==> config.mk <==
export PLATFORM = sky130hd
export DESIGN_NAME = page_replacement_policy
export DESIGN_NICKNAME = d
export VERILOG_FILES = /design/src/rtl/prp_pkg.sv /design/src/rtl/page_replacement_policy.sv /design/src/rtl/prp_datapath.sv /design/src/rtl/prp_ctrl.sv
export SDC_FILE = /design/constraint.sdc
export NUM_CORES = 1
export LEC_CHECK = 0
export CORE_MARGIN = 2
export CORE_UTILIZATION = 40
export CTS_CLUSTER_SIZE = 25
export DETAILED_ROUTE_END_ITERATION = 8
export DONT_BUFFER_PORTS = 1
export GPL_TIMING_DRIVEN = 1
export SYNTH_ARGS = -nofsm -noshare
export SYNTH_HDL_FRONTEND = slang
export SYNTH_HIERARCHICAL = 1
export SYNTH_SLANG_ARGS = --single-unit
==> constraint.sdc <==
create_clock -name clk -period 2.5 [get_ports clk]
set_input_delay 0.5 -clock clk [delete_from_list [all_inputs] [get_ports clk]]
set_output_delay 0.5 -clock clk [all_outputs]
set_load 0.01 [all_outputs]
==> src/rtl/prp_pkg.sv <==
package prp_pkg;

  // Field and register widths fixed by the interface
  localparam int FRAME_W    = 4;
  localparam int LFSR_W     = 16;
  localparam int MOD_CNT_W  = 4;
  localparam int CFG_IDX_W  = 1;
  localparam int CFG_DATA_W = 16;

  // Replacement policy codes
  localparam logic [1:0] POL_RANDOM = 2'd0;
  localparam logic [1:0] POL_FIFO   = 2'd1;
  localparam logic [1:0] POL_LRU    = 2'd2;
  localparam logic [1:0] POL_CLOCK  = 2'd3;

  // Operation codes
  localparam logic OP_TOUCH  = 1'b0;
  localparam logic OP_VICTIM = 1'b1;

  // Configuration register indexes
  localparam logic [CFG_IDX_W-1:0] CFG_POLICY = 1'b0;
  localparam logic [CFG_IDX_W-1:0] CFG_SEED   = 1'b1;

  // Random generator constants
  localparam logic [LFSR_W-1:0] SEED_RESET = 16'hACE1;
  localparam logic [LFSR_W-1:0] LFSR_TAPS  = 16'hB400;
  // Remainder steps: quotient first, then remainder
  localparam logic [MOD_CNT_W-1:0] MOD_LAST_CNT = 4'd1;

  // Commands from controller to datapath
  typedef struct packed {
    logic accept;
    logic ref_set;
    logic rand_start;
    logic mod_iter;
    logic fifo_take;
    logic lru_empty;
    logic sweep;
    logic walk;
    logic lru_final;
  } cmd_t;

  // Status from datapath to controller
  typedef struct packed {
    logic [1:0] policy;
    logic       frame_ok;
    logic       lru_none;
    logic       mod_last;
    logic       ref_hit;
    logic       walk_done;
    logic       victim_op;
  } status_t;

endpackage

==> src/rtl/page_replacement_policy.sv <==
// Channel   Handshake               Payload
// input     start, busy             in_operation, in_frame
// result    out_strobe              out_victim_frame, out_empty_flag
// config    cfg_we                  cfg_index, cfg_data
//
// A touch under random, FIFO or clock is done as it is accepted; under LRU it
// walks the recency memory through its read port.
// A victim goes straight to the result under FIFO or an empty LRU; under random
// it takes a reciprocal multiply, then the remainder; under LRU it walks the
// recency memory; under clock it sweeps from the hand, one frame a cycle.
// The result strobe is high for one cycle; the receiver cannot stall it.
// Reset is synchronous; no clearing pass is needed after it.
module page_replacement_policy #(
  parameter int FRAMES = 16
) (
  input  logic                           clk,
  input  logic                           rst_n,
  input  logic                           start,
  output logic                           busy,
  input  logic                           in_operation,
  input  logic [prp_pkg::FRAME_W-1:0]    in_frame,
  output logic                           out_strobe,
  output logic [prp_pkg::FRAME_W-1:0]    out_victim_frame,
  output logic                           out_empty_flag,
  input  logic                           cfg_we,
  input  logic [prp_pkg::CFG_IDX_W-1:0]  cfg_index,
  input  logic [prp_pkg::CFG_DATA_W-1:0] cfg_data
);

  prp_pkg::cmd_t    cmd;
  prp_pkg::status_t status;

  prp_ctrl u_ctrl (
    .clk          (clk),
    .rst_n        (rst_n),
    .start        (start),
    .in_operation (in_operation),
    .status       (status),
    .cmd          (cmd),
    .busy         (busy),
    .out_strobe   (out_strobe)
  );

  prp_datapath #(
    .FRAMES (FRAMES)
  ) u_datapath (
    .clk          (clk),
    .rst_n        (rst_n),
    .in_operation (in_operation),
    .in_frame     (in_frame),
    .cfg_we       (cfg_we),
    .cfg_index    (cfg_index),
    .cfg_data     (cfg_data),
    .cmd          (cmd),
    .status       (status),
    .res_frame    (out_victim_frame),
    .res_empty    (out_empty_flag)
  );

endmodule

==> src/rtl/prp_datapath.sv <==
module prp_datapath #(
  parameter int FRAMES = 16
) (
  input  logic                             clk,
  input  logic                             rst_n,
  input  logic                             in_operation,
  input  logic [prp_pkg::FRAME_W-1:0]      in_frame,
  input  logic                             cfg_we,
  input  logic [prp_pkg::CFG_IDX_W-1:0]    cfg_index,
  input  logic [prp_pkg::CFG_DATA_W-1:0]   cfg_data,
  input  prp_pkg::cmd_t                    cmd,
  output prp_pkg::status_t                 status,
  output logic [prp_pkg::FRAME_W-1:0]      res_frame,
  output logic                             res_empty
);

  localparam int FW = $clog2(FRAMES);
  localparam int CW = $clog2(FRAMES + 1);
  localparam int XW = FW + prp_pkg::FRAME_W;
  localparam int PW = prp_pkg::LFSR_W + 32;
  localparam logic [31:0] RECIP = 32'(((64'd1 << 32) + 64'(FRAMES - 1)) / 64'(FRAMES));

  // Configuration and policy state
  logic [1:0]                   policy_r;
  logic [prp_pkg::LFSR_W-1:0]   lfsr_r;
  logic [prp_pkg::LFSR_W-1:0]   lfsr_nxt;
  logic [FW-1:0]                fifo_ptr_r;
  logic [FW-1:0]                hand_r;
  logic                         ref_r [FRAMES];
  logic [CW-1:0]                count_r;

  // Per-item working registers
  logic                         op_r;
  logic [FW-1:0]                key_r;
  logic [CW-1:0]                rd_idx_r;
  logic                         pend_r;
  logic [FW-1:0]                pend_idx_r;
  logic                         found_r;
  logic [FW-1:0]                sweep_r;
  logic [FW-1:0]                sweep_nxt;
  logic [prp_pkg::LFSR_W-1:0]   mod_sr_r;
  logic [prp_pkg::LFSR_W-1:0]   quot_r;
  logic [PW-1:0]                recip_prod;
  logic [prp_pkg::LFSR_W-1:0]   quot_mul;
  logic [prp_pkg::LFSR_W-1:0]   rem_full;
  logic [prp_pkg::MOD_CNT_W-1:0] mod_cnt_r;
  logic [FW-1:0]                res_frame_r;
  logic                         res_empty_r;

  // Recency order memory
  logic [FW-1:0]                mem [FRAMES];
  logic [FW-1:0]                rd_data_r;
  logic                         mem_we;
  logic [FW-1:0]                mem_waddr;
  logic [FW-1:0]                mem_wdata;

  logic [XW-1:0]                frame_ext;
  logic [FW-1:0]                frame_idx;
  logic                         frame_ok;
  logic                         issue;
  logic                         hit;
  logic [CW-1:0]                count_m1;
  logic [XW-1:0]                res_ext;

  // Range check of the named frame
  assign frame_ext = {{FW{1'b0}}, in_frame};
  assign frame_ok  = frame_ext < XW'(FRAMES);
  assign frame_idx = frame_ext[FW-1:0];

  // Galois step of the random generator
  assign lfsr_nxt = (lfsr_r >> 1) ^ (lfsr_r[0] ? prp_pkg::LFSR_TAPS : '0);

  // Remainder by FRAMES: scaled reciprocal gives the exact quotient for 16-bit values
  assign recip_prod = PW'(mod_sr_r) * PW'(RECIP);
  assign quot_mul   = quot_r * prp_pkg::LFSR_W'(FRAMES);
  assign rem_full   = mod_sr_r - quot_mul;

  // Wrap the clock sweep index
  assign sweep_nxt = (sweep_r == FW'(FRAMES - 1)) ? '0 : sweep_r + 1'b1;

  // Walk bookkeeping
  assign issue    = rd_idx_r != count_r;
  assign hit      = (op_r == prp_pkg::OP_VICTIM) ? (pend_idx_r == '0)
                                                 : (rd_data_r == key_r);
  assign count_m1 = count_r - 1'b1;

  // Select the memory write
  always_comb begin
    mem_we    = 1'b0;
    mem_waddr = pend_idx_r - 1'b1;
    mem_wdata = rd_data_r;
    if (cmd.walk && pend_r && found_r) begin
      mem_we = 1'b1;
    end else if (cmd.lru_final) begin
      mem_wdata = key_r;
      if (found_r) begin
        mem_we    = 1'b1;
        mem_waddr = count_m1[FW-1:0];
      end else if (count_r != CW'(FRAMES)) begin
        mem_we    = 1'b1;
        mem_waddr = count_r[FW-1:0];
      end
    end
  end

  always_ff @(posedge clk) begin
    if (mem_we) begin
      mem[mem_waddr] <= mem_wdata;
    end
    rd_data_r <= mem[rd_idx_r[FW-1:0]];
  end

  // Policy state and configuration
  always_ff @(posedge clk) begin
    if (!rst_n) begin
      policy_r   <= prp_pkg::POL_FIFO;
      lfsr_r     <= prp_pkg::SEED_RESET;
      fifo_ptr_r <= '0;
      hand_r     <= '0;
      count_r    <= '0;
      pend_r     <= 1'b0;
      found_r    <= 1'b0;
      for (int i = 0; i < FRAMES; i++) begin
        ref_r[i] <= 1'b0;
      end
    end else begin
      if (cfg_we) begin
        case (cfg_index)
          prp_pkg::CFG_POLICY: policy_r <= cfg_data[1:0];
          prp_pkg::CFG_SEED:   lfsr_r   <= (cfg_data == '0) ? prp_pkg::SEED_RESET
                                                            : cfg_data;
          default: ;
        endcase
      end
      if (cmd.accept) begin
        pend_r  <= 1'b0;
        found_r <= 1'b0;
      end
      if (cmd.ref_set) begin
        ref_r[frame_idx] <= 1'b1;
      end
      if (cmd.rand_start) begin
        lfsr_r <= lfsr_nxt;
      end
      if (cmd.fifo_take) begin
        fifo_ptr_r <= (fifo_ptr_r == FW'(FRAMES - 1)) ? '0 : fifo_ptr_r + 1'b1;
      end
      // Clear set bits, claim the first clear one
      if (cmd.sweep) begin
        if (ref_r[sweep_r]) begin
          ref_r[sweep_r] <= 1'b0;
        end else begin
          ref_r[sweep_r] <= 1'b1;
          hand_r         <= sweep_r;
        end
      end
      if (cmd.walk) begin
        pend_r <= issue;
        if (pend_r) begin
          found_r <= found_r | hit;
        end
      end
      if (cmd.lru_final && !found_r && count_r != CW'(FRAMES)) begin
        count_r <= count_r + 1'b1;
      end
    end
  end

  // Working registers and result
  always_ff @(posedge clk) begin
    if (cmd.accept) begin
      op_r     <= in_operation;
      key_r    <= frame_idx;
      rd_idx_r <= '0;
      sweep_r  <= hand_r;
    end
    if (cmd.rand_start) begin
      mod_sr_r  <= lfsr_nxt;
      mod_cnt_r <= '0;
    end
    // Register the quotient, then take the remainder
    if (cmd.mod_iter) begin
      mod_cnt_r <= mod_cnt_r + 1'b1;
      if (mod_cnt_r == prp_pkg::MOD_LAST_CNT) begin
        res_frame_r <= rem_full[FW-1:0];
        res_empty_r <= 1'b0;
      end else begin
        quot_r <= recip_prod[PW-1:32];
      end
    end
    if (cmd.fifo_take) begin
      res_frame_r <= fifo_ptr_r;
      res_empty_r <= 1'b0;
    end
    if (cmd.lru_empty) begin
      res_frame_r <= '0;
      res_empty_r <= 1'b1;
    end
    if (cmd.sweep) begin
      if (ref_r[sweep_r]) begin
        sweep_r <= sweep_nxt;
      end else begin
        res_frame_r <= sweep_r;
        res_empty_r <= 1'b0;
      end
    end
    // Stream entries through the read port, shift down behind the match
    if (cmd.walk) begin
      if (issue) begin
        rd_idx_r   <= rd_idx_r + 1'b1;
        pend_idx_r <= rd_idx_r[FW-1:0];
      end
      if (pend_r && op_r == prp_pkg::OP_VICTIM && pend_idx_r == '0) begin
        key_r <= rd_data_r;
      end
    end
    if (cmd.lru_final) begin
      res_frame_r <= key_r;
      res_empty_r <= 1'b0;
    end
  end

  assign res_ext   = {{prp_pkg::FRAME_W{1'b0}}, res_frame_r};
  assign res_frame = res_ext[prp_pkg::FRAME_W-1:0];
  assign res_empty = res_empty_r;

  assign status.policy    = policy_r;
  assign status.frame_ok  = frame_ok;
  assign status.lru_none  = count_r == '0;
  assign status.mod_last  = mod_cnt_r == prp_pkg::MOD_LAST_CNT;
  assign status.ref_hit   = ref_r[sweep_r];
  assign status.walk_done = !issue && !pend_r;
  assign status.victim_op = op_r == prp_pkg::OP_VICTIM;

endmodule

==> src/rtl/prp_ctrl.sv <==
module prp_ctrl (
  input  logic             clk,
  input  logic             rst_n,
  input  logic             start,
  input  logic             in_operation,
  input  prp_pkg::status_t status,
  output prp_pkg::cmd_t    cmd,
  output logic             busy,
  output logic             out_strobe
);

  typedef enum logic [2:0] {
    ST_IDLE,
    ST_RAND,
    ST_CLOCK,
    ST_LRU_WALK,
    ST_LRU_LAST,
    ST_EMIT
  } state_t;

  state_t state_r;
  state_t state_nxt;
  logic   busy_r;
  logic   out_strobe_r;

  // Decode next state and datapath commands
  always_comb begin
    state_nxt = state_r;
    cmd       = '0;
    case (state_r)
      ST_IDLE: begin
        if (start) begin
          cmd.accept = 1'b1;
          if (in_operation == prp_pkg::OP_TOUCH) begin
            if (status.frame_ok) begin
              if (status.policy == prp_pkg::POL_LRU) begin
                state_nxt = ST_LRU_WALK;
              end else if (status.policy == prp_pkg::POL_CLOCK) begin
                cmd.ref_set = 1'b1;
              end
            end
          end else begin
            case (status.policy)
              prp_pkg::POL_RANDOM: begin
                cmd.rand_start = 1'b1;
                state_nxt      = ST_RAND;
              end
              prp_pkg::POL_FIFO: begin
                cmd.fifo_take = 1'b1;
                state_nxt     = ST_EMIT;
              end
              prp_pkg::POL_LRU: begin
                if (status.lru_none) begin
                  cmd.lru_empty = 1'b1;
                  state_nxt     = ST_EMIT;
                end else begin
                  state_nxt = ST_LRU_WALK;
                end
              end
              default: begin
                state_nxt = ST_CLOCK;
              end
            endcase
          end
        end
      end
      ST_RAND: begin
        cmd.mod_iter = 1'b1;
        if (status.mod_last) begin
          state_nxt = ST_EMIT;
        end
      end
      ST_CLOCK: begin
        cmd.sweep = 1'b1;
        if (!status.ref_hit) begin
          state_nxt = ST_EMIT;
        end
      end
      ST_LRU_WALK: begin
        cmd.walk = 1'b1;
        if (status.walk_done) begin
          state_nxt = ST_LRU_LAST;
        end
      end
      ST_LRU_LAST: begin
        cmd.lru_final = 1'b1;
        state_nxt     = status.victim_op ? ST_EMIT : ST_IDLE;
      end
      ST_EMIT: begin
        state_nxt = ST_IDLE;
      end
      default: begin
        state_nxt = ST_IDLE;
      end
    endcase
  end

  // Hold state and registered handshake outputs
  always_ff @(posedge clk) begin
    if (!rst_n) begin
      state_r      <= ST_IDLE;
      busy_r       <= 1'b0;
      out_strobe_r <= 1'b0;
    end else begin
      state_r      <= state_nxt;
      busy_r       <= state_nxt != ST_IDLE;
      out_strobe_r <= state_nxt == ST_EMIT;
    end
  end

  assign busy       = busy_r;
  assign out_strobe = out_strobe_r;

endmodule

Word level (Yosys, flattened, before mapping). Memory sizes are Yosys's and may differ from the RTL's. A register that Yosys moved wholly into a read port is not among the register bits. Cells that the tools add are included.

Flip-flop bits (word level): 69. Memory bits (writable): 80. Bits of input ports: 26. Output and inout port bits: 7. Word-level logic and storage cells: 172. Memories kept: 2.

$add $sub $neg: 8. $lt $le $gt $ge: 1. Equality and inequality tests: 14. Muxes and demuxes: 97. Bitwise gates (word level): 5. Reductions and logical operators: 26.

Memories: u_datapath.mem (depth 16, bits a word 4, read ports 1, clocked after Yosys merged registers in 1, wr ports 1, line prp_datapath.sv:51) `logic [FW-1:0] mem [FRAMES];`; u_datapath.ref_r (depth 16, bits a word 1, read ports 1, clocked after Yosys merged registers in 1, wr ports 16, line prp_datapath.sv:29) `logic ref_r [FRAMES];`.

Operator list (number): 4-bit 2-to-1 mux (25); 16-bit 2-to-1 mux (5); 1-bit 2-to-1 mux (48); 3-bit 2-to-1 mux (11); 16-bit zero test (1); 15-bit by 16-bit bitwise XOR with 16-bit output (1); 5-bit 2-to-1 mux (3); 3-bit case mux with 5 select lines (1); 4-bit by 1-bit adder with 4-bit output, second input constant (3); 4-bit by 1-bit subtractor with 4-bit output, second input constant (3); 5-bit by 1-bit adder with 5-bit output, second input constant (2); 3-bit case mux with 3 select lines (1); 4-bit equality test, second input constant (2); 2-bit AND reduction (4); 2-bit nonzero test (4); 1-bit logical AND (7); 3-bit by 2-bit equality test with 1-bit output, second input constant (2); 3-bit equality test, second input constant (2); 2-bit 2-to-1 mux (3); 5-bit zero test (1); 4-bit by 5-bit < comparator with 1-bit output, second input constant (1); 5-bit != test (1); 5-bit != test, second input constant (1); 2-bit equality test, second input constant (2); other kinds (12) (17).

Longest topological paths before layout. Gate-level depths: netlist (run 1).

Depth in word-level cells: 13. Mapped depth: 9. Depth with buffers taken out: 8.

Modules after synthesis. The synthesis (run 1) kept the hierarchy.

Modules (own cells, without submodules): prp_datapath (instances 1, cells an instance 628, area an instance 6966.7 um^2, sequential area each 3733.6 um^2); prp_ctrl (instances 1, cells an instance 51, area an instance 436.7 um^2, sequential area each 100.1 um^2).

Worst setup path before layout (run 1). OpenSTA, ideal clock, no wires.

Path kind: input port to flip-flop. Start point: input start. End point: register u_datapath/mod_cnt_r[0] in the netlist's numbering, enable pin. Setup time: 0.298 ns. Arrival: 1.997 ns. Required time: 2.202 ns. Setup slack: 0.206 ns. Cell stages on the path: 6. Buffers on the path: 2. Cells stage by stage: nor4b_4 -> nand2_1 -> nor3_1 -> clkbuf_1 -> clkbuf_1 -> or2_2.

RTL lines: start, declared (line page_replacement_policy.sv:18) `input logic start,`; end signal, assigned (line prp_datapath.sv:183) `mod_cnt_r <= mod_cnt_r + 1'b1;`; end, declared (line prp_datapath.sv:46) `logic [prp_pkg::MOD_CNT_W-1:0] mod_cnt_r;`.

==> results.md, run 1 <==
- Met2 global-route usage: 0.277
- Lkg Pwr: 3.02 nW
- Critical Path Fanout Max: 17
- Max Root-Sink Buffers: 2
- CP endpoint kind: flop
- Int Power: 4.49 mW
- CP Launch Type: flop
- Final total power: 5.86 mW
- Setup TNS: 0 ps
- Initial Util: 0.409
- Worst Tran Pin Value: 659 ps
- Slew Limit Fails: 0
- Detailed Route WL: 17100 µm
- Antenna cells: 0
- Seq cells post-synth: 153
- Most numerous cell in the Yosys netlist: edfxtp_1
- Fillers: 1591
- CTS buffer count: 17
- CTS tree: done
- Peak Freq: 420 MHz
- Top cell type's share of synthesized area: 0.312
- 1st-iter DRT viols: 368
- Design area: 8430 µm²
- Fin util: 0.466
- Failing checks: DRC
- GR met3 Demand/Resource: 0.0489
- Synth Flop Type: edfxtp_1
- Clock transition at path regs: 60 ps
- Clk Latency, worst-skew pair: 430 ps
- Tot GR Track Use: 0.179
- First-pass GRT wire length: 27300 µm
- Via density: 5.70
- Switching share of power: 0.233
- Vias: 5334
- Clock tree root buffer cell: clkbuf_16
- Max VDD drop: 0.472 mV
- Overflow after GRT: 0
- Post-synth ARST share: 0
- GR Util met1: 0.243
- Vias in the first global route: 5146
- Final period util: 0.952
- Core area: 18100 µm²
- Synth area leaders: edfxtp_1, dfxtp_1, mux4_2
- Routed WL per cell: 18.2 µm
- WP data required: 2590 ps
- Layout cell share with drive strength beyond 1: 0.171
- Residual DRC: 2
- Sequential share of power: 0.480
- Max-slew headroom: 0.559
- Mapped Cells: 679
- Num rows: 49
- RSZ-0062 raised after global routing: true
- Initial antenna violation count: 0
- Worst hold margin: 155 ps
- Final GP Congestion: 0.875
- Final hold vios: 0
- Switch Pwr: 1.37 mW
- Yosys cell types: 75
- Clock Power Share: 0.440
- DR pass1 iterations: 7
- Synthesized area: 7400 µm²
- Count of final setup violators: 0
- Synthesized net count: 717
- Comb pwr share: 0.080
- Worst EP arrival: 2470 ps
- List of most frequent post-synthesis cells: edfxtp_1, dfxtp_1, nand2_1
- H-tree Lvls: 4
- DP Wirelength: 12100 µm
- Top Usage Layer GRT: met2
- Layout Nets: 731
- IO buf count: 0
- Post-Route Skew: 9.17 ps
- Register Area: 3830 µm²
- Die width: 140 µm
- Critical path class: reg -> reg
- Post-synthesis sequential area ratio: 0.518
- CTS Sinks: 153
- Yosys top cell by area: edfxtp_1
- I/O pin count: 33
- Antenna-violating nets left: 0
- Syn. warnings: 6
- Die height: 140 µm
- Area occupied by multi-input gates: 3340 µm²
- Final min period: 2380 ps
- Post-Syn Area per Cell: 10.9 µm²
- Largest net degree at the start of global routing: 37
- Max-Cap Viols: 0
- Worst min path class: in -> reg
- Placed Instance Area: 7800 µm²
- Status: finished with violations
- Power density over the cells: 695 nW/µm²
- Synth-to-layout area growth: 13.9%
- Post-synth EDFFs: 77
- Total die area: 19600 µm²
[critical path, cell delays in order, from the launching register on]
cell,delay (ps)
dfxtp_1,330
inv_1,50
buf_4,150
nor3_2,200
buf_4,240
nand2_2,130
o2bb2ai_1,280
o21ai_0,290
nor2_1,370
[flip-flops by register name (all words and copies together), names as in the netlist, 2 cells and up]
name / flops
u_datapath/policy_r: 2
u_datapath/key_r: 4
u_datapath/mem: 64
u_datapath/mod_sr_r: 4
u_datapath/rd_idx_r: 5
u_datapath/hand_r: 4
u_datapath/fifo_ptr_r: 4
u_datapath/sweep_r: 4
u_ctrl/state_r: 3
u_datapath/mod_cnt_r: 4
u_datapath/res_frame: 4
u_datapath/ref_r: 16
u_datapath/pend_idx_r: 4
u_datapath/count_r: 5
u_datapath/lfsr_r: 16
u_datapath/rd_data_r: 4
[metrics by stage]
step | setup slack [ps] | instances
after CTS | 31.2 | 935
after global routing | -59.0 | 935
after global placement | 99.0 | 903
after floorplan | 206 | 679
final | 119 | 935
after detailed placement | 55.0 | 903
[kinds of logic (layout without fill, tap and decap cells)]
logic type | Yosys count | after routing | synth area share
and+or+nand+nor | 230 | 230 | 0.157
DFF | 153 | 153 | 0.518
AOI/OAI and AO/OA | 146 | 146 | 0.130
buffers and inverters | 61 | 88 | 0.0365
muxes | 54 | 54 | 0.112
xor gates and xnor gates | 22 | 22 | 0.0260
adders and majority gates | 12 | 12 | 0.0203
other | 1 | 1 | 0.000507
[area by class of cell]
| cell class | count | share of cell area |
|---|---|---|
| multi-input combinational | 465 | 0.397 |
| sequential | 153 | 0.455 |
| timing repair buffer | 37 | 0.0359 |
| inverter | 19 | 0.00846 |
| clock inverter | 10 | 0.0135 |
| clock buffer | 22 | 0.0568 |
| tap | 229 | 0.0340 |
[timing repair]
item	4_1_cts	5_1_grt
gates resized for setup	0	10
hold buffers	0	0
buffers inserted	0	0
setup endpoints to repair	0	41
[per-layer routing]
metal  vias to the layer above  share of wire
li1                       2536              -
met1                      2596           0.46
met2                       183           0.46
met3                        19          0.061
met4                         0          0.016
met5                         -              0
[cells in the final DEF, fill, tap and decap left out, types with 9 or more instances in the layout]
cell	Yosys	final
inv_1	19	19
dfxtp_1	76	76
and3_1	10	10
nor3_1	14	11
o21ai_0	18	17
o22ai_1	17	17
ha_1	12	12
xnor2_1	10	10
edfxtp_1	77	77
nand2_1	75	75
mux4_2	20	20
xor2_1	12	12
a21oi_1	50	49
nand3_1	15	15
clkbuf_16	0	18
nor2b_1	12	11
mux2i_1	24	23
buf_4	3	35
nor2_1	52	49
and2_1	9	9
[power groups by stage]
stage	combinational, mW	clock, mW	sequential (mW)
2_1_floorplan	0.348	0	2.84
3_3_place_gp	0.453	0	2.87
3_5_place_dp	0.461	0	2.87
4_1_cts	0.464	2.63	2.81
5_1_grt	0.518	2.75	2.82
6_report	0.471	2.58	2.81
[worst paths after layout]
check,start,endpoint,slack [ps],depth (start not counted)
hold / removal,rst_n,u_datapath/policy_r[0],150,1
setup reg to reg,u_ctrl/state_r[2],u_datapath/mem[15][0],120,8
setup / recovery,u_ctrl/state_r[2],u_datapath/mem[15][0],120,8
hold reg to reg,u_datapath/hand_r[0],u_datapath/hand_r[0],460,2
No activity file was read; power rests on OpenSTA's default activity.
==> run 2: changes to the inputs <==
- ABC_AREA: default -> 1
- ABC_CLOCK_PERIOD_IN_PS: default -> 2500
==> results.md, run 2 <==
- Status: finished, final reports clean
- Max-Cap Viols: 0
- Peak Freq: 430 MHz
- Core area: 18500 µm²
- Layout cell share with drive strength beyond 1: 0.0915
- Design area: 8340 µm²
- Die width: 141 µm
- Initial antenna violation count: 0
- Clock tree root buffer cell: clkbuf_16
- Final total power: 6.25 mW
- Critical path class: reg -> reg
- First-pass GRT wire length: 28500 µm
- Num rows: 50
- # resized after CTS: 0
- 1st-iter DRT viols: 472
- Antenna-violating nets left: 0
- CTS buffer count: 17
- Final GP Congestion: 0.827
- Post-synth ARST share: 0
- Max VDD drop: 0.366 mV
- Final hold vios: 0
- Clock Power Share: 0.377
- Post-Syn Area per Cell: 8.27 µm²
- Yosys top cell by area: edfxtp_1
- CP Launch Type: flop
- Layout Nets: 954
- Sequential share of power: 0.475
- Detailed Route WL: 17600 µm
- DR pass1 iterations: 5
- Power density over the cells: 750 nW/µm²
- Vias: 6040
- Mapped Cells: 905
- Top cell type's share of synthesized area: 0.309
- Synthesized area: 7480 µm²
- Slew Limit Fails: 0
- DP Wirelength: 12500 µm
- Initial Util: 0.404
- Max reg flops: 64
- Synthesized net count: 943
- Register Area: 3830 µm²
- Clk Latency, worst-skew pair: 430 ps
- Yosys cell types: 44
- Max Root-Sink Buffers: 2
- H-tree Lvls: 4
- Die height: 141 µm
- Post-Route Skew: 12.8 ps
- Largest net degree at the start of global routing: 25
- Reg with most FFs: u_datapath/mem
- Antenna cells: 0
- Area occupied by multi-input gates: 3070 µm²
- Post-synth EDFFs: 77
- Overflow after GRT: 0
- Synth-to-layout area growth: 11.5%
- RSZ-0062 raised after global routing: true
- Fin util: 0.450
- Synth Flop Type: edfxtp_1
- Syn. warnings: 6
- CTS tree: done
- Count of final setup violators: 0
- Seq cells post-synth: 153
- Fillers: 1826
- Post-CTS Repair Setup Buffers: 0
- Final min period: 2330 ps
- List of most frequent post-synthesis cells: nand2_1, nor2_1, inv_1
- Critical Path Fanout Max: 6
- Most numerous cell in the Yosys netlist: nand2_1
- Biggest regs: u_datapath/mem: 64 flops, u_datapath/lfsr_r: 16 flops, u_datapath/ref_r: 16 flops
- I/O pin count: 33
- CTS Sinks: 153
- Worst Tran Pin Value: 654 ps
- Int Power: 4.43 mW
- WP data required: 2590 ps
- Final period util: 0.931
- Max-slew headroom: 0.564
- Comb pwr share: 0.148
- Switch Pwr: 1.82 mW
- Most frequent cells in the layout: nand2_1, nor2_1, inv_1
- Clock transition at path regs: 60 ps
- Routed WL per cell: 15.1 µm
- Tot GR Track Use: 0.183
- Setup TNS: 0 ps
- CP endpoint kind: flop
- Switching share of power: 0.292
- Hold-fix buffers, CTS: 0
- Residual DRC: 0
- Most common cell after layout, fill and taps aside: nand2_1
- Post-synthesis sequential area ratio: 0.512
- Worst EP arrival: 2410 ps
- Total die area: 19800 µm²
- Lkg Pwr: 3.30 nW
- Placed Instance Area: 7800 µm²
- Via density: 5.19
- Vias in the first global route: 5545
- Worst min path class: in -> reg
- Synth area leaders: edfxtp_1, dfxtp_1, nand2_1
- IO buf count: 0
run 2: final cells by class:
type | instances | share of cell area
clock inverter | 15 | 0.0144
tap | 234 | 0.0351
clock buffer | 17 | 0.0510
inverter | 103 | 0.0466
timing repair buffer | 28 | 0.0252
multi-input combinational | 613 | 0.368
sequential | 153 | 0.460
run 2: path summary, 6_finish.rpt:
| path | start | end | slack, ps | cells after the start |
|---|---|---|---|---|
| worst max-delay path | u_datapath/count_r[0] | u_datapath/mem[14][2] | 170 | 12 |
| worst min-delay path | rst_n | u_datapath/policy_r[0] | 170 | 1 |
| worst max register to register | u_datapath/count_r[0] | u_datapath/mem[14][2] | 170 | 12 |
| worst min register to register | u_datapath/lfsr_r[3] | u_datapath/mod_sr_r[2] | 470 | 0 |
run 2: stage by stage:
stage	worst slack (ps)	instances	hold WS (ps)
finish	173	1163	167
CTS	201	1163	155
global placement	263	1131	447
floorplan	268	905	429
detailed placement	210	1131	451
global route	-32.6	1163	160
run 2: metal layers:
metal / global-route usage / part of all wire / wire [µm] / vias up
met2: 0.289 / 0.45 / 7980 / 144
met3: 0.0360 / 0.046 / 803 / 17
li1: - / - / - / 3065
met1: 0.251 / 0.49 / 8570 / 2814
met5: 0 / 0 / 0 / -
met4: 0.0642 / 0.014 / 242 / 0
run 2: critical path: stages (launching register included):
cell	delay [ps]
dfxtp_1	360
inv_1	160
ha_1	190
inv_1	50
nor3_1	130
nand3_1	180
inv_1	90
nand2_1	50
nand3_1	70
nand3_1	150
nand2_1	120
nand2_1	110
nor2_1	330
run 2: power groups by stage:
| stage | clock, mW | combinational [mW] | sequential (mW) |
|---|---|---|---|
| 2_1_floorplan | 0 | 0.694 | 2.98 |
| 3_3_place_gp | 0 | 0.917 | 3.02 |
| 6_report | 2.36 | 0.925 | 2.97 |
| 3_5_place_dp | 0 | 0.924 | 3.02 |
| 5_1_grt | 2.52 | 1.05 | 2.98 |
| 4_1_cts | 2.41 | 0.930 | 2.97 |
run 2: cell families (layout without fill, tap and decap cells):
logic type / after synthesis / in the layout / share of synthesized area
flip-flops: 153 / 153 / 0.512
AO/OA/AOI/OAI: 182 / 182 / 0.139
XOR/XNOR: 13 / 13 / 0.0152
AND/OR/NAND/NOR: 402 / 402 / 0.231
buffers and inverters: 139 / 163 / 0.0784
other: 1 / 1 / 0.000501
adder cells (fa/ha/maj): 12 / 12 / 0.0201
multiplexers: 3 / 3 / 0.00401
==> run 3: changes to the inputs <==
- ABC_AREA: 1 -> default
- CORE_UTILIZATION: 40 -> 45
- REMOVE_ABC_BUFFERS: default -> 1
==> results.md, run 3 (same netlist as run 1, synthesis figures left out) <==
- Status: finished, final reports clean
- Hold-fix buffers, CTS: 0
- Die height: 132 µm
- Clock transition at path regs: 60 ps
- Worst EP arrival: 2510 ps
- Peak Freq: 414 MHz
- CP Launch Type: flop
- Crit-path cells: inv_1 > ha_1 > nand4bb_1 > o211ai_1 > a2bb2oi_1 > o21ai_0 > nor2_1
- Synth-to-layout area growth: 13.5%
- Max incr delay on CP: 480 ps
- I/O pin count: 33
- Core area: 16000 µm²
- Largest net degree at the start of global routing: 37
- Total die area: 17500 µm²
- Layout Nets: 731
- CTS buffer count: 17
- Post-Route Skew: 9.33 ps
- DR pass1 iterations: 5
- Layout cell share with drive strength beyond 1: 0.167
- Most common cell after layout, fill and taps aside: edfxtp_1
- Slew Limit Fails: 0
- Final min period: 2420 ps
- Worst min path class: in -> reg
- DP Worst Slack: 100 ps
- Cell depth of the worst setup path: 7
- Tot GR Track Use: 0.190
- 1st-iter DRT viols: 453
- Detailed Route WL: 16500 µm
- Max VDD drop: 0.523 mV
- Critical Path Slowest Stage Cell: dfxtp_1
- Lkg Pwr: 3.02 nW
- IO buf count: 0
- Clk Latency, worst-skew pair: 430 ps
- Reg with most FFs: u_datapath/mem
- Setup ws final: 85.0 ps
- CTS tree: done
- Worst Tran Pin Value: 603 ps
- Clock tree root buffer cell: clkbuf_16
- Count of final setup violators: 0
- Die width: 132 µm
- CP top delay family: compound AO/OA/AOI/OAI gates
- Most frequent cells in the layout: edfxtp_1, nand2_1, dfxtp_1
- CP endpoint kind: flop
- Num rows: 46
- Vias in the first global route: 5014
- Critical path class: reg -> reg
- Max reg flops: 64
- Placed Instance Area: 7760 µm²
- Overflow after GRT: 0
- WP data required: 2590 ps
- FF-to-FF path depth: 7
- DP Wirelength: 11700 µm
- H-tree Lvls: 4
- Power density over the cells: 714 nW/µm²
- Biggest regs: u_datapath/mem: 64 flops, u_datapath/lfsr_r: 16 flops, u_datapath/ref_r: 16 flops
- Critical Path Fanout Max: 7
- Design area: 8400 µm²
- Final GP Congestion: 0.853
- Fin util: 0.525
- Initial antenna violation count: 0
- RSZ-0062 raised after global routing: true
- Initial Util: 0.463
- Worst Path Buf+Inv: 1
- Worst hold margin: 157 ps
- Max Root-Sink Buffers: 2
- Vias: 5265
- Final hold vios: 0
- Residual DRC: 0
- CTS Sinks: 153
- Final period util: 0.966
- Antenna-violating nets left: 0
- Max-Cap Viols: 0
- Fillers: 1422
- First-pass GRT wire length: 26100 µm
- Via density: 5.71
- Routed WL per cell: 17.9 µm
- Max-slew headroom: 0.597
- Hold Crit Depth: 1
- Antenna cells: 0
## run 3: cell types whose count changed in the layout (fill, tap and decap cells not counted), sizes merged, moves of 20 or more
cell,change
nand2,-123
inv,-78
nor2,-60
o21ai,-51
nand3,-49
mux2i,+22
mux4,+20
## run 3: metal layers
metal  global-route usage  share of wire  vias to the layer above
met4               0.0597          0.011                        0
met3               0.0477          0.047                       19
met1                0.256           0.46                     2573
met2                0.305           0.48                      136
li1                     -              -                     2537
met5                    0              0                        -
## run 3: path summary, 6_finish.rpt
kind | startpoint | endpoint | slack, ps
max | u_datapath/count_r[1] | u_datapath/mem[3][0] | 80
min | rst_n | u_datapath/policy_r[0] | 160
max reg2reg | u_datapath/count_r[1] | u_datapath/mem[3][0] | 80
min reg2reg | u_datapath/hand_r[3] | u_datapath/hand_r[3] | 470
## run 3: through the flow
| step | TNS (ps) | cells | power [mW] |
|---|---|---|---|
| after floorplan | -50420 | 637 | 3.16 |
| final | 0 | 922 | 5.99 |
| after detailed placement | 0 | 890 | 3.31 |
| after global placement | 0 | 890 | 3.30 |
| after global routing | -534 | 922 | 6.20 |
| after CTS | 0 | 922 | 6.05 |
## run 3: power by group
group	leakage, nW	internal (mW)	total, mW	switching [mW]
clock	0.307	1.62	2.73	1.11
sequential	1.31	2.72	2.81	0.0901
combinational	1.40	0.198	0.459	0.261
total	3.02	4.53	5.99	1.46
## run 3: area by class of cell
class | instances | area (µm²) | area share
sequential | 153 | 3830 | 0.457
multi-input combinational | 465 | 3320 | 0.395
clock buffer | 17 | 425 | 0.0506
timing repair buffer | 37 | 278 | 0.0331
tap | 216 | 270 | 0.0322
clock inverter | 15 | 201 | 0.0240
inverter | 19 | 71.3 | 0.00849
## run 3: repair_timing
item,in CTS,in global routing
resized for setup,0,5
buffers inserted,0,0
setup endpoints to repair,0,26
## run 3: worst reg2reg max path: stages, from the launching register on
cell and delay (ps):
dfxtp_1 480, inv_1 120, ha_1 230, nand4bb_1 160, o211ai_1 120, a2bb2oi_1 340
o21ai_0 280, nor2_1 360
